==> src/rtl/core/xsv_pkg.sv <==
// Shared types and constants of the xor sprite bytecode core.
// Holds the sequencer state type, item and opcode codes, and the font glyph table.
// No dependencies.
package xsv_pkg;

    localparam int MEM_AW     = 12;
    localparam int FRM_ROWS   = 32;
    localparam int FRM_COLS   = 64;
    localparam int FONT_BYTES = 80;
    localparam int REG_NUM    = 16;

    localparam logic [1:0] FUNC_WRITE = 2'd0;
    localparam logic [1:0] FUNC_EXEC  = 2'd1;
    localparam logic [1:0] FUNC_READ  = 2'd2;

    localparam logic [3:0] OP_SYS  = 4'h0;
    localparam logic [3:0] OP_JP   = 4'h1;
    localparam logic [3:0] OP_CALL = 4'h2;
    localparam logic [3:0] OP_SEI  = 4'h3;
    localparam logic [3:0] OP_SNEI = 4'h4;
    localparam logic [3:0] OP_SER  = 4'h5;
    localparam logic [3:0] OP_LDI  = 4'h6;
    localparam logic [3:0] OP_ADDI = 4'h7;
    localparam logic [3:0] OP_ALU  = 4'h8;
    localparam logic [3:0] OP_SNER = 4'h9;
    localparam logic [3:0] OP_LDIX = 4'hA;
    localparam logic [3:0] OP_JPV0 = 4'hB;
    localparam logic [3:0] OP_DRW  = 4'hD;

    localparam logic [15:0] INSTR_CLS = 16'h00E0;
    localparam logic [15:0] INSTR_RET = 16'h00EE;

    localparam logic [3:0] ALU_MOV = 4'h0;
    localparam logic [3:0] ALU_OR  = 4'h1;
    localparam logic [3:0] ALU_AND = 4'h2;
    localparam logic [3:0] ALU_XOR = 4'h3;
    localparam logic [3:0] ALU_ADD = 4'h4;
    localparam logic [3:0] ALU_SUB = 4'h5;
    localparam logic [3:0] ALU_SHR = 4'h6;
    localparam logic [3:0] ALU_SBN = 4'h7;
    localparam logic [3:0] ALU_SHL = 4'hE;

    localparam logic [3:0] REG_FLAG = 4'hF;

    typedef enum logic [3:0] {
        S_CLEAR,
        S_IDLE,
        S_PIX,
        S_F1,
        S_F2,
        S_RX,
        S_RY,
        S_EX,
        S_WF,
        S_CLS,
        S_DR,
        S_DM,
        S_DW,
        S_FIN
    } state_t;

    typedef struct packed {
        logic [7:0] result;
        logic       flag;
        logic       flag_we;
        logic       unk;
    } alu_res_t;

    function automatic logic [7:0] font_byte(input logic [6:0] idx);
        logic [7:0] b;
        case (idx)
            7'd0:  b = 8'hF0; 7'd1:  b = 8'h90; 7'd2:  b = 8'h90; 7'd3:  b = 8'h90;
            7'd4:  b = 8'hF0; 7'd5:  b = 8'h20; 7'd6:  b = 8'h60; 7'd7:  b = 8'h20;
            7'd8:  b = 8'h20; 7'd9:  b = 8'h70; 7'd10: b = 8'hF0; 7'd11: b = 8'h10;
            7'd12: b = 8'hF0; 7'd13: b = 8'h80; 7'd14: b = 8'hF0; 7'd15: b = 8'hF0;
            7'd16: b = 8'h10; 7'd17: b = 8'hF0; 7'd18: b = 8'h10; 7'd19: b = 8'hF0;
            7'd20: b = 8'h90; 7'd21: b = 8'h90; 7'd22: b = 8'hF0; 7'd23: b = 8'h10;
            7'd24: b = 8'h10; 7'd25: b = 8'hF0; 7'd26: b = 8'h80; 7'd27: b = 8'hF0;
            7'd28: b = 8'h10; 7'd29: b = 8'hF0; 7'd30: b = 8'hF0; 7'd31: b = 8'h80;
            7'd32: b = 8'hF0; 7'd33: b = 8'h90; 7'd34: b = 8'hF0; 7'd35: b = 8'hF0;
            7'd36: b = 8'h10; 7'd37: b = 8'h20; 7'd38: b = 8'h40; 7'd39: b = 8'h40;
            7'd40: b = 8'hF0; 7'd41: b = 8'h90; 7'd42: b = 8'hF0; 7'd43: b = 8'h90;
            7'd44: b = 8'hF0; 7'd45: b = 8'hF0; 7'd46: b = 8'h90; 7'd47: b = 8'hF0;
            7'd48: b = 8'h10; 7'd49: b = 8'hF0; 7'd50: b = 8'hF0; 7'd51: b = 8'h90;
            7'd52: b = 8'hF0; 7'd53: b = 8'h90; 7'd54: b = 8'h90; 7'd55: b = 8'hE0;
            7'd56: b = 8'h90; 7'd57: b = 8'hE0; 7'd58: b = 8'h90; 7'd59: b = 8'hE0;
            7'd60: b = 8'hF0; 7'd61: b = 8'h80; 7'd62: b = 8'h80; 7'd63: b = 8'h80;
            7'd64: b = 8'hF0; 7'd65: b = 8'hE0; 7'd66: b = 8'h90; 7'd67: b = 8'h90;
            7'd68: b = 8'h90; 7'd69: b = 8'hE0; 7'd70: b = 8'hF0; 7'd71: b = 8'h80;
            7'd72: b = 8'hF0; 7'd73: b = 8'h80; 7'd74: b = 8'hF0; 7'd75: b = 8'hF0;
            7'd76: b = 8'h80; 7'd77: b = 8'hF0; 7'd78: b = 8'h80; 7'd79: b = 8'h80;
            default: b = 8'h00;
        endcase
        return b;
    endfunction

endpackage

==> src/rtl/core/xsv_alu.sv <==
// Register-register ALU of the 8XY instruction group with flag result.
// Depends on xsv_pkg.
module xsv_alu
    import xsv_pkg::*;
(
    input  logic [7:0] vx,
    input  logic [7:0] vy,
    input  logic [3:0] fn,
    output alu_res_t   res
);

    logic [8:0] sum;

    assign sum = {1'b0, vx} + {1'b0, vy};

    always_comb
    begin
        res = '0;
        unique case (fn)
            ALU_MOV: res.result = vy;
            ALU_OR:  res.result = vx | vy;
            ALU_AND: res.result = vx & vy;
            ALU_XOR: res.result = vx ^ vy;
            ALU_ADD:
            begin
                res.result  = sum[7:0];
                res.flag    = sum[8];
                res.flag_we = 1'b1;
            end
            ALU_SUB:
            begin
                res.result  = vx - vy;
                res.flag    = (vx >= vy);
                res.flag_we = 1'b1;
            end
            ALU_SHR:
            begin
                res.result  = {1'b0, vx[7:1]};
                res.flag    = vx[0];
                res.flag_we = 1'b1;
            end
            ALU_SBN:
            begin
                res.result  = vy - vx;
                res.flag    = (vy >= vx);
                res.flag_we = 1'b1;
            end
            ALU_SHL:
            begin
                res.result  = {vx[6:0], 1'b0};
                res.flag    = vx[7];
                res.flag_we = 1'b1;
            end
            default: res.unk = 1'b1;
        endcase
    end

endmodule

==> config.mk <==
export PLATFORM = sky130hd
export DESIGN_NAME = xsv_alu
export DESIGN_NICKNAME = d
export VERILOG_FILES = /design/src/rtl/core/xsv_pkg.sv /design/src/rtl/core/xsv_alu.sv
export SDC_FILE = /design/constraint.sdc
export NUM_CORES = 1
export LEC_CHECK = 0
export BUFFER_PORTS_ARGS = -buffer_cell sky130_fd_sc_hd__buf_2
export CORE_ASPECT_RATIO = 0.75
export CORE_MARGIN = 2
export CORE_UTILIZATION = 43
export DETAILED_ROUTE_END_ITERATION = 16
export PLACE_DENSITY = 0.72
export SETUP_SLACK_MARGIN = 0.5
export SYNTH_ARGS = -nofsm -noshare
export SYNTH_HDL_FRONTEND = slang
export SYNTH_SLANG_ARGS = --single-unit
==> constraint.sdc <==
create_clock -name vclk -period 2.3
set_input_delay 0 -clock vclk [all_inputs]
set_output_delay 0 -clock vclk [all_outputs]
set_load 0.005 [all_outputs]
Word level (Yosys, flattened, before mapping)
Cells that the tools add are included.
Widths: inputs -> output; s select.
- output and inout bits: 11
- latch bits: 0
- memories: 0
- memory bits (read-only): 0
- input port bits: 20
- logic and storage cells: 21
- flip-flop bits (word level): 0
- memory bits (writable): 0
- add/sub/neg operators: 3
- divide/modulo/power cells: 0
- multipliers: 0
- shifts and indexed selects: 0
- bitwise gates (word level): 3
- order comparisons: 2
- reduce and logical (&&, ||, !) cells: 2
- eq/ne operators: 8
- mux-type cells: 3
- operators with widths (operator ; count):
    $pmux 8 s9 ; 1
    $eq 4x3->1 const B ; 4
    $ge 8x8->1 ; 2
    $sub 8x8->8 ; 2
    $pmux 2 s5 ; 1
    $add 8x8->9 ; 1
    $reduce_or 9->1 ; 1
    $and 8x8->8 ; 1
    $eq 4x2->1 const B ; 2
    $or 8x8->8 ; 1
    $xor 8x8->8 ; 1
    $eq 4x1->1 const B ; 1
    $eq 4x4->1 const B ; 1
    $logic_not 4->1 ; 1
    $mux 1 ; 1

Longest topological paths before layout
Gate-level depths: netlist of the first run.
- word-level depth: 3
- mapped depth: 10
- mapped depth without buffers: 10

Least setup slack after synthesis of the first run
Ideal clock, no wire load.
- path type: in2out
- start point: in vx[2]
- end point: out res[7] (netlist name)
- path slack: 0.610 ns
- cell stages on the path: 9
- arrival: 1.690 ns
- buffers on the path: 1
- cells stage by stage: inv_1 ha_1 buf_6 nand2b_4 a21oi_2 nor2_1 mux2_2 a221o_1 a221o_1
- RTL lines (item ; line ; source):
    start, declared ; xsv_alu.sv:6 ; input logic [7:0] vx,
    end, declared ; xsv_alu.sv:9 ; output alu_res_t res

==> key figures, run 1 <==
Timing
  – Slew Limit Headroom: around two thirds
  – Period utilisation layout: 83.2%
  – Max Slew Vio Count: 0
  – Setup TNS: 0 ps
  – Slew @ Worst Pin: between 500 and 600 ps
  – Final Hold Viols: 0
  – Fmax: around 520 MHz
  – Unrepaired setup endpoints after global routing: true
  – Tmin final: roughly 1900 ps
  – Finish-stage setup viols: 0

Setup path
  – Crit Path Max Fanout: 4
  – CP Launch Type: input port
  – WS Path Type: input port to output pin
  – Worst EP required: between 2000 and 2500 ps
  – CP Capture Type: output pin
  – WP data arrival: 1910 ps

Pwr
  – P_sw: about 0.00028 W
  – Flop pwr share: 0%
  – PwrDens: between 200 and 250 nW/µm²
  – Maximum vdd drop: around 0.000098 V
  – Leak: 0.999 nW
  – P_int: 0.000230 W
  – Power after layout: ~0.0005 W
  – Combinational share of power: 100.0%
  – Clock power share: 0%
  – Switching Share: around 55%

Layout
  – Fin area: 2180 µm²
  – Ant. Diodes: 0
  – Finished Layout Cells: roughly 330
  – Nets: about 330
  – Multi-input logic area: around 1700 µm²
  – Register area: 0 µm²
  – Layout cells sized above 1: a little under a third
  – Clkbuf count: 0
  – Seq cells: 0
  – Area grow syn2layout: 30.2%
  – Fill cells: approximately 340

Logic synthesis
  – Mapped Cells: 238
  – Synth cell types: 51
  – Syn Area/Cell: between 7 and 8 µm²
  – Synthesis warning total: 0
  – Post-Synthesis Cell Area: roughly 1700 µm²
  – Net count after synthesis: 294
  – Sequential-to-total area share from yosys stat: 0%

Clocking
  – CTS Hold Buffers Added: 0

Die
  – Area of the core: roughly 3700 µm²
  – DIE AREA: between 4000 and 5000 µm²
  – Die Span Y: roughly 58 µm
  – Starting density of the core: a little under half
  – DIE WIDTH: ~76 µm
  – Site Rows: 19
  – Top Ports: 31

Placed design
  – Placer Congestion: approximately 1.0
  – Post-Place Cell Area: between 1500 and 2000 µm²
  – IO Port Bufs: 31
  – Placed cell count: between 300 and 400
  – Hpwl dp: just over 4000 µm

Drt
  – DRC viols: 0
  – Wirelength, routed: 6010 µm
  – DR WL/cell: 18.5 µm
  – DR vias/cell: around 6.3
  – Total number of vias: ~2100
  – Final ANT Viol Nets: 0
  – DR iter-0 viols: 350
  – Detailed Routing Iterations Pass 1: 5

GRT
  – First-pass GRT wire length: roughly 9500 µm
  – Vias in the first global route: about 1900
  – Remaining global-route overflow: 0
  – Largest net degree at the start of global routing: 20
  – Antenna violations before repair: 0
  – Overall Global Routing Usage: 26.6%

Job
  – Max-cap violations: 0

Min path
  – Min-Delay Path Class: input port to output pin

Run status
  – Status: completed
-- area by class of cell --
type                       count  share of cell area (%)
multi-input combinational    194                    75.8
inverter                      33                    6.24
tap                           52                    2.98
timing repair buffer          46                    14.9
-- critical path: stages --
cell      delay [ps]
buf_12           100
inv_6             40
ha_4             150
inv_2             50
fa_2             240
nand2b_4          60
a21oi_2          170
nor2_1            90
mux2_4           280
a221o_1          300
a221o_1          310
buf_2            130
-- stage by stage --
stage / setup WS [ps] / utilization, % / hold WS [ps]
after floorplan: 610 / - / 141
after global placement: 212 / 51.3 / 459
after detailed placement: 85.6 / 51.3 / 466
after CTS: 460 / 57.6 / 383
after global routing: 346 / 58.9 / 418
final: 387 / 58.9 / 382
-- power by group through the flow --
stage                     combinational, W  clock (W)  sequential (W)
after floorplan                   0.000273          0               0
after global placement            0.000409          0               0
after detailed placement          0.000405          0               0
after CTS                         0.000473          0               0
after global routing              0.000550          0               0
final                             0.000514          0               0
-- final timing paths --
path | startpoint | end | slack (ps) | cells after the start
worst max-delay path | vx[0] | res[7] | 390 | 12
worst min-delay path | vx[1] | res[3] | 380 | 4
-- placed cells by master (no fill, tap or decap), types with 7 or more instances in the layout --
cell      n
ha_1     26
o21ai_0  12
nand2_1  12
buf_2    24
a21oi_1  13
inv_2     9
inv_1    19
mux2i_1   9
nor2_1   21
ha_4      7
buf_4    18
-- layer usage --
layer  vias to the layer above  global-route usage [%]  part of all wire [%]
met5                         -                       0                     0
met4                         0                    4.94                   3.0
met3                        28                    5.45                    13
met2                       159                    44.6                    42
met1                       943                    36.2                    42
li1                        932                       -                     -
-- synth_stat cells (4+ instances only) --
cell type | count | area share [%]
o221ai_1 | 5 | 2.6
nor2_1 | 23 | 5.1
buf_2 | 4 | 1.2
inv_1 | 31 | 6.9
a21oi_1 | 16 | 4.8
or3_1 | 5 | 1.9
mux2i_1 | 9 | 5.4
o21ai_0 | 16 | 4.8
nand2_1 | 12 | 2.7
ha_1 | 33 | 25
xnor2_1 | 6 | 3.1
nor3_1 | 7 | 2.1
a221o_1 | 4 | 2.4
nand2b_1 | 5 | 1.9
-- what timing repair did --
item | in CTS | in global routing
gates resized for setup | 53 | 14
endpoints found under the hold margin | 0 | 0
buffers inserted | 7 | 0
endpoints found under the setup margin | 6 | 7
pin swaps | 17 | 2
-- cells by family after synthesis --
group	after synthesis	share of synthesized area, %
compound gates	76	31.5
xor+xnor	6	3.13
fa+ha+maj	36	28.2
buf+inv	44	10.7
mux	12	8.05
simple gates	64	18.5
Note: power is estimated with default switching activity, not from simulation.
==> run 2: changes to the inputs <==
==> constraint.sdc (replaced) <==
create_clock -name vclk -period 1.86
set_input_delay 0 -clock vclk [all_inputs]
set_output_delay 0 -clock vclk [all_outputs]
set_load 0.005 [all_outputs]
==> key figures, run 2 (same netlist as run 1, synthesis figures left out) <==
Die
  – Starting density of the core: between 40% and 50%
  – Top Ports: 31
  – Site Rows: 19
  – DIE WIDTH: 76.1 µm
  – Die Span Y: ~58 µm
  – Area of the core: between 3000 and 4000 µm²
  – DIE AREA: ~4400 µm²

Pwr
  – Maximum vdd drop: about 0.00015 V
  – PwrDens: about 300 nW/µm²
  – Leak: 1.16 nW

Layout
  – Clkbuf count: 0
  – Seq cells: 0
  – Commonest non-fill, non-tap cell in the layout: buf_4
  – Nets: ~350
  – Fin util: 70.4%
  – Register area: 0 µm²
  – Layout cells sized above 1: ~45%
  – Area grow syn2layout: 55.6%
  – Fill cells: approximately 280
  – Ant. Diodes: 0
  – Most frequent cells in the layout: buf_4 (33), ha_1 (21), buf_2 (21), inv_1 (19), nor2_1 (15)
  – Fin area: between 2000 and 3000 µm²

Drt
  – DR vias/cell: 6.32
  – Final ANT Viol Nets: 0
  – DRC viols: 0
  – DR iter-0 viols: roughly 370
  – Wirelength, routed: around 6700 µm
  – Total number of vias: 2193
  – DR WL/cell: about 19 µm
  – Detailed Routing Iterations Pass 1: 7

Timing
  – Final WS setup: -77.4 ps
  – Unrepaired setup endpoints after global routing: true
  – Hold Worst Slack: a little under 500 ps
  – Final Hold Viols: 0
  – Slew @ Worst Pin: about 380 ps
  – Slew Limit Headroom: about 75%
  – Finish-stage setup viols: 2
  – Fmax: 516 MHz
  – Max Slew Vio Count: 0
  – Tmin final: approximately 1900 ps
  – Period utilisation layout: 104%

Clocking
  – CTS Hold Buffers Added: 0

Setup path
  – Worst EP required: between 1500 and 2000 ps
  – WP data arrival: 1940 ps
  – Family with the most delay on the worst path: compound AO/OA/AOI/OAI gates
  – Crit Path Max Fanout: 4
  – WS Path Type: input port to output pin
  – CP Capture Type: output pin
  – CP Launch Point: vx[0]
  – CP max stage delay: between 300 and 400 ps
  – CP bufs+invs: 4
  – Slowest CP cell: a221o_1
  – CP Cell Sequence: buf_8 > inv_4 > ha_4 > inv_2 > fa_2 > nand2b_4 > a21oi_4 > nor2_2 > mux2_4 > a221o_1 > a221o_1 > buf_2
  – CP Launch Type: input port
  – Cell mode on critical path: a221o_1

Min path
  – Hold_sp: vx[1]
  – Min-Delay Path Class: input port to output pin

GRT
  – First-pass GRT wire length: 9450 µm
  – Largest net degree at the start of global routing: 19
  – Vias in the first global route: 1872
  – Antenna violations before repair: 0
  – Overall Global Routing Usage: about a quarter
  – Remaining global-route overflow: 0

Placed design
  – Hpwl dp: 4460 µm
  – Placer Congestion: 1.02
  – Post-Place Cell Area: 2100 µm²
  – IO Port Bufs: 31

Run status
  – Status: complete, but fails checks
  – Failing checks: negative setup slack

Job
  – Max-cap violations: 0
## run 2: cell count changes in the layout (fill, tap and decap cells not counted), moves of 3 or more
cell	change
buf_2	-3
buf_4	+15
buf_6	+5
buf_8	+4
ha_1	-5
ha_2	+3
inv_2	-6
inv_4	+3
nor2_1	-6
nor2_2	+4
## run 2: cell type report
cell class         count  area (µm²)  share of cell area, %
inverters             33         178                   6.81
multi-input cells    194        1830                   70.3
well taps             52        65.1                   2.49
repair buffers        68         533                   20.4
## run 2: through the flow
| step | total power (W) | instances | worst slack [ps] | TNS (ps) |
|---|---|---|---|---|
| final | 0.000774 | 347 | -77.4 | -93.6 |
| after global routing | 0.000819 | 347 | -109 | -161 |
| after CTS | 0.000635 | 336 | 22.9 | 0 |
| after detailed placement | 0.000559 | 332 | -113 | -174 |
| after global placement | 0.000555 | 332 | -77.3 | -114 |
| after floorplan | 0.000363 | 238 | 344 | 0 |
## run 2: final timing paths
path,endpoint,slack (ps),cells past startpoint
max,res[7],-80,12
min,res[3],490,5
## run 2: what timing repair did
item	4_1_cts	5_1_grt
setup endpoints to repair	9	9
pin swaps	19	28
resized for setup	55	47
setup buffers	4	11
## run 2: layer usage
metal / track usage (%) / up-vias / share of wire (%)
met1: 39.8 / 1036 / 42
met5: 0 / - / 0
met2: 41.7 / 153 / 45
met4: 2.08 / 0 / 2.0
li1: - / 981 / -
met3: 4.05 / 23 / 11
## run 2: report_power, final
part,internal [W],switching [W],total [W]
Clock,0,0,0
Combinational,0.000360,0.000414,0.000774
Sequential,0,0,0
Total,0.000360,0.000414,0.000774
==> run 3: changes to the inputs <==
--- a/config.mk
+++ b/config.mk
@@ -6,11 +6,13 @@
 export NUM_CORES = 1
 export LEC_CHECK = 0
 export BUFFER_PORTS_ARGS = -buffer_cell sky130_fd_sc_hd__buf_2
+export CELL_PAD_IN_SITES_DETAIL_PLACEMENT = 1
+export CELL_PAD_IN_SITES_GLOBAL_PLACEMENT = 1
 export CORE_ASPECT_RATIO = 0.75
 export CORE_MARGIN = 2
 export CORE_UTILIZATION = 43
 export DETAILED_ROUTE_END_ITERATION = 16
-export PLACE_DENSITY = 0.72
+export PLACE_DENSITY = 0.93
 export SETUP_SLACK_MARGIN = 0.5
 export SYNTH_ARGS = -nofsm -noshare
 export SYNTH_HDL_FRONTEND = slang
==> key figures, run 3 <==
Logic synthesis
  – Simple logic cell fraction of the synthesized area: between 15 and 20%
  – Post-Synthesis Cell Area: around 1700 µm²
  – Syn Area/Cell: about 7.0 µm²
  – Top cell type by total area after synthesis: ha_1
  – Cell with the most instances after synthesis: ha_1
  – XOR/XNOR Fraction of Synth Area: 3.13%
  – Compound-cell area share of the yosys netlist: about a third
  – Synth top area share: around a quarter
  – Sequential-to-total area share from yosys stat: 0%
  – Synth cell types: between 50 and 60
  – Net count after synthesis: 294
  – Largest family of logic cells by synthesized area: compound AO/OA/AOI/OAI gates
  – Post-synthesis mux area share: under 10%
  – Synthesis warning total: 0
  – Commonest cells post-synth: ha_1 (33), inv_1 (31), nor2_1 (23)
  – Synth top area cells: ha_1 (25%), inv_1 (6.9%), mux2i_1 (5.4%)
  – Mapped Cells: between 200 and 250
  – Post-Synth Adder-Cell Area: about 28%

Die
  – DIE WIDTH: 76.1 µm
  – Site Rows: 19
  – Top Ports: 31
  – Die Span Y: between 50 and 60 µm
  – Starting density of the core: between 40 and 50%

Timing
  – Worst_ep kind: top-level output
  – GRT repair_timing worst endpoint: res[2]

Run status
  – Status: did not finish
  – Failing step: global routing
  – Log Error: [ERROR DPL-0033] detailed placement checks failed during check placement.

GRT
  – Largest net degree at the start of global routing: 19
  – Antenna violations before repair: 0

Placed design
  – Placer Congestion: 0.984
  – Hpwl dp: around 6000 µm
  – Post-Place Cell Area: about 2200 µm²
  – IO Port Bufs: 31

Clocking
  – CTS Hold Buffers Added: 0
[run 3: cell counts after synthesis]
No cell type changed its count.
[run 3: through the flow]
stage	setup slack, ps	std cells	hold slack, ps
4_1_cts	-60.9	348	477
3_5_place_dp	-241	341	468
3_3_place_gp	-50.7	341	451
2_1_floorplan	344	238	141
[run 3: cell families after synthesis]
group	after synthesis
muxes	12
adders and majority gates	36
buffers and inverters	44
xor gates and xnor gates	6
AOI/OAI and AO/OA	76
and+or+nand+nor	64
[run 3: repair_timing]
| action | in CTS |
|---|---|
| endpoints found under the setup margin | 9 |
| setup buffers | 7 |
| pin swaps | 22 |
| resized for setup | 70 |
==> run 4: changes to the inputs <==
==> config.mk (replaced) <==
export PLATFORM = sky130hd
export DESIGN_NAME = xsv_alu
export DESIGN_NICKNAME = d
export VERILOG_FILES = /design/src/rtl/core/xsv_pkg.sv /design/src/rtl/core/xsv_alu.sv
export SDC_FILE = /design/constraint.sdc
export NUM_CORES = 1
export LEC_CHECK = 0
export BUFFER_PORTS_ARGS = -buffer_cell sky130_fd_sc_hd__buf_2
export CORE_MARGIN = 2
export CORE_UTILIZATION = 28
export DETAILED_ROUTE_END_ITERATION = 16
export PLACE_DENSITY_LB_ADDON = 0.15
export SYNTH_ARGS = -nofsm -noshare
export SYNTH_HDL_FRONTEND = slang
export SYNTH_SLANG_ARGS = --single-unit
==> key figures, run 4 (same netlist as run 1, synthesis figures left out) <==
Layout
  – Clkbuf count: 0
  – Fin util: around 44%
  – Nets: roughly 370
  – Layout cells sized above 1: between 40% and 50%
  – Fill cells: between 600 and 700
  – Finished Layout Cells: between 300 and 400
  – Area grow syn2layout: 53.5%
  – Commonest non-fill, non-tap cell in the layout: buf_4
  – Ant. Diodes: 0
  – Fin area: 2570 µm²
  – Multi-input logic area: about 1700 µm²
  – Seq cells: 0
  – Most frequent cells in the layout: buf_4 (56), buf_2 (26), ha_1 (25), inv_1 (19), nor2_1 (19)
  – Register area: 0 µm²

Timing
  – Final Hold Viols: 0
  – Slew @ Worst Pin: 429 ps
  – Period utilisation layout: around 100%
  – Fmax: around 540 MHz
  – Finish-stage setup viols: 0
  – Tmin final: about 1900 ps
  – Unrepaired setup endpoints after global routing: true
  – Max Slew Vio Count: 0
  – Slew Limit Headroom: 71.4%

GRT
  – Overall Global Routing Usage: a little under a fifth
  – Vias in the first global route: ~1900
  – Remaining global-route overflow: 0
  – Antenna violations before repair: 0
  – Largest net degree at the start of global routing: 16
  – First-pass GRT wire length: 9760 µm

Job
  – Max-cap violations: 0

Pwr
  – Flop pwr share: 0%
  – PwrDens: 281 nW/µm²
  – Clock power share: 0%
  – Maximum vdd drop: ~0.00012 V
  – Combinational share of power: 100.0%
  – Switching Share: between 50% and 60%
  – P_int: 0.000355 W
  – P_sw: 0.000367 W
  – Leak: around 1.2 nW

Setup path
  – WP data arrival: 1850 ps
  – Crit Path Max Fanout: 4
  – CP Launch Type: input port
  – CP Capture Type: output pin
  – WS Path Type: input port to output pin
  – Worst EP required: 1860 ps

Run status
  – Status: completed

Drt
  – Detailed Routing Iterations Pass 1: 4
  – DRC viols: 0
  – DR WL/cell: around 16 µm
  – DR vias/cell: a little over 5
  – Final ANT Viol Nets: 0
  – DR iter-0 viols: 184
  – Wirelength, routed: 6240 µm
  – Total number of vias: between 2000 and 2500

Placed design
  – Placer Congestion: around 0.88
  – IO Port Bufs: 31
  – Placed cell count: 387
  – Post-Place Cell Area: approximately 2300 µm²
  – Hpwl dp: 4990 µm

Min path
  – Min-Delay Path Class: input port to output pin

Die
  – DIE WIDTH: ~81 µm
  – Area of the core: just under 6000 µm²
  – Top Ports: 31
  – Die Span Y: roughly 80 µm
  – Site Rows: 28
  – Starting density of the core: roughly 29%
  – DIE AREA: ~6600 µm²

Clocking
  – CTS Hold Buffers Added: 0
[run 4: metal layers]
metal,global-route usage [%],vias to the layer above,share of wire (%)
met5,0,-,0
met4,1.02,0,0.56
met3,0.879,4,6.3
met2,31.9,57,47
met1,26.9,946,46
li1,-,1018,-
[run 4: power groups by stage]
| stage | logic, W | clock network [W] | registers [W] |
|---|---|---|---|
| after floorplan | 0.000338 | 0 | 0 |
| after global placement | 0.000612 | 0 | 0 |
| after detailed placement | 0.000607 | 0 | 0 |
| after CTS | 0.000664 | 0 | 0 |
| after global routing | 0.000784 | 0 | 0 |
| final | 0.000723 | 0 | 0 |
[run 4: stage by stage]
step | setup TNS (ps) | total power, W | setup slack [ps] | hold slack, ps
2_1_floorplan | 0 | 0.000338 | 170 | 141
3_3_place_gp | -642 | 0.000612 | -182 | 404
3_5_place_dp | -535 | 0.000607 | -159 | 412
4_1_cts | 0 | 0.000664 | 0.712 | 415
5_1_grt | -72.6 | 0.000784 | -56.2 | 449
6_report | 0 | 0.000723 | 8.17 | 420
[run 4: timing repair]
action,4_1_cts,5_1_grt
pin swaps,15,17
gates cloned,0,0
setup buffers,1,2
setup endpoints to repair,6,7
gates resized for setup,40,31
[run 4: final cells by class]
class | instances | share of cell area (%)
Multi-Input combinational cell | 194 | 66.8
Inverter | 33 | 5.10
Tap cell | 75 | 3.64
Timing Repair Buffer | 88 | 24.5
[run 4: critical path: stages]
cell and delay, ps:
buf_12 100, inv_6 30, ha_4 150, inv_2 50
fa_2 230, nand2b_4 60, a21oi_4 160, nor2_4 50
mux2_4 270, a221o_1 300, a221o_1 310, buf_2 140
[run 4: path summary, 6_finish.rpt]
kind                  start  endpoint  slack, ps  depth (start not counted)
worst min-delay path  fn[3]    res[3]        420                          3
worst max-delay path  vx[0]    res[7]          8                         12
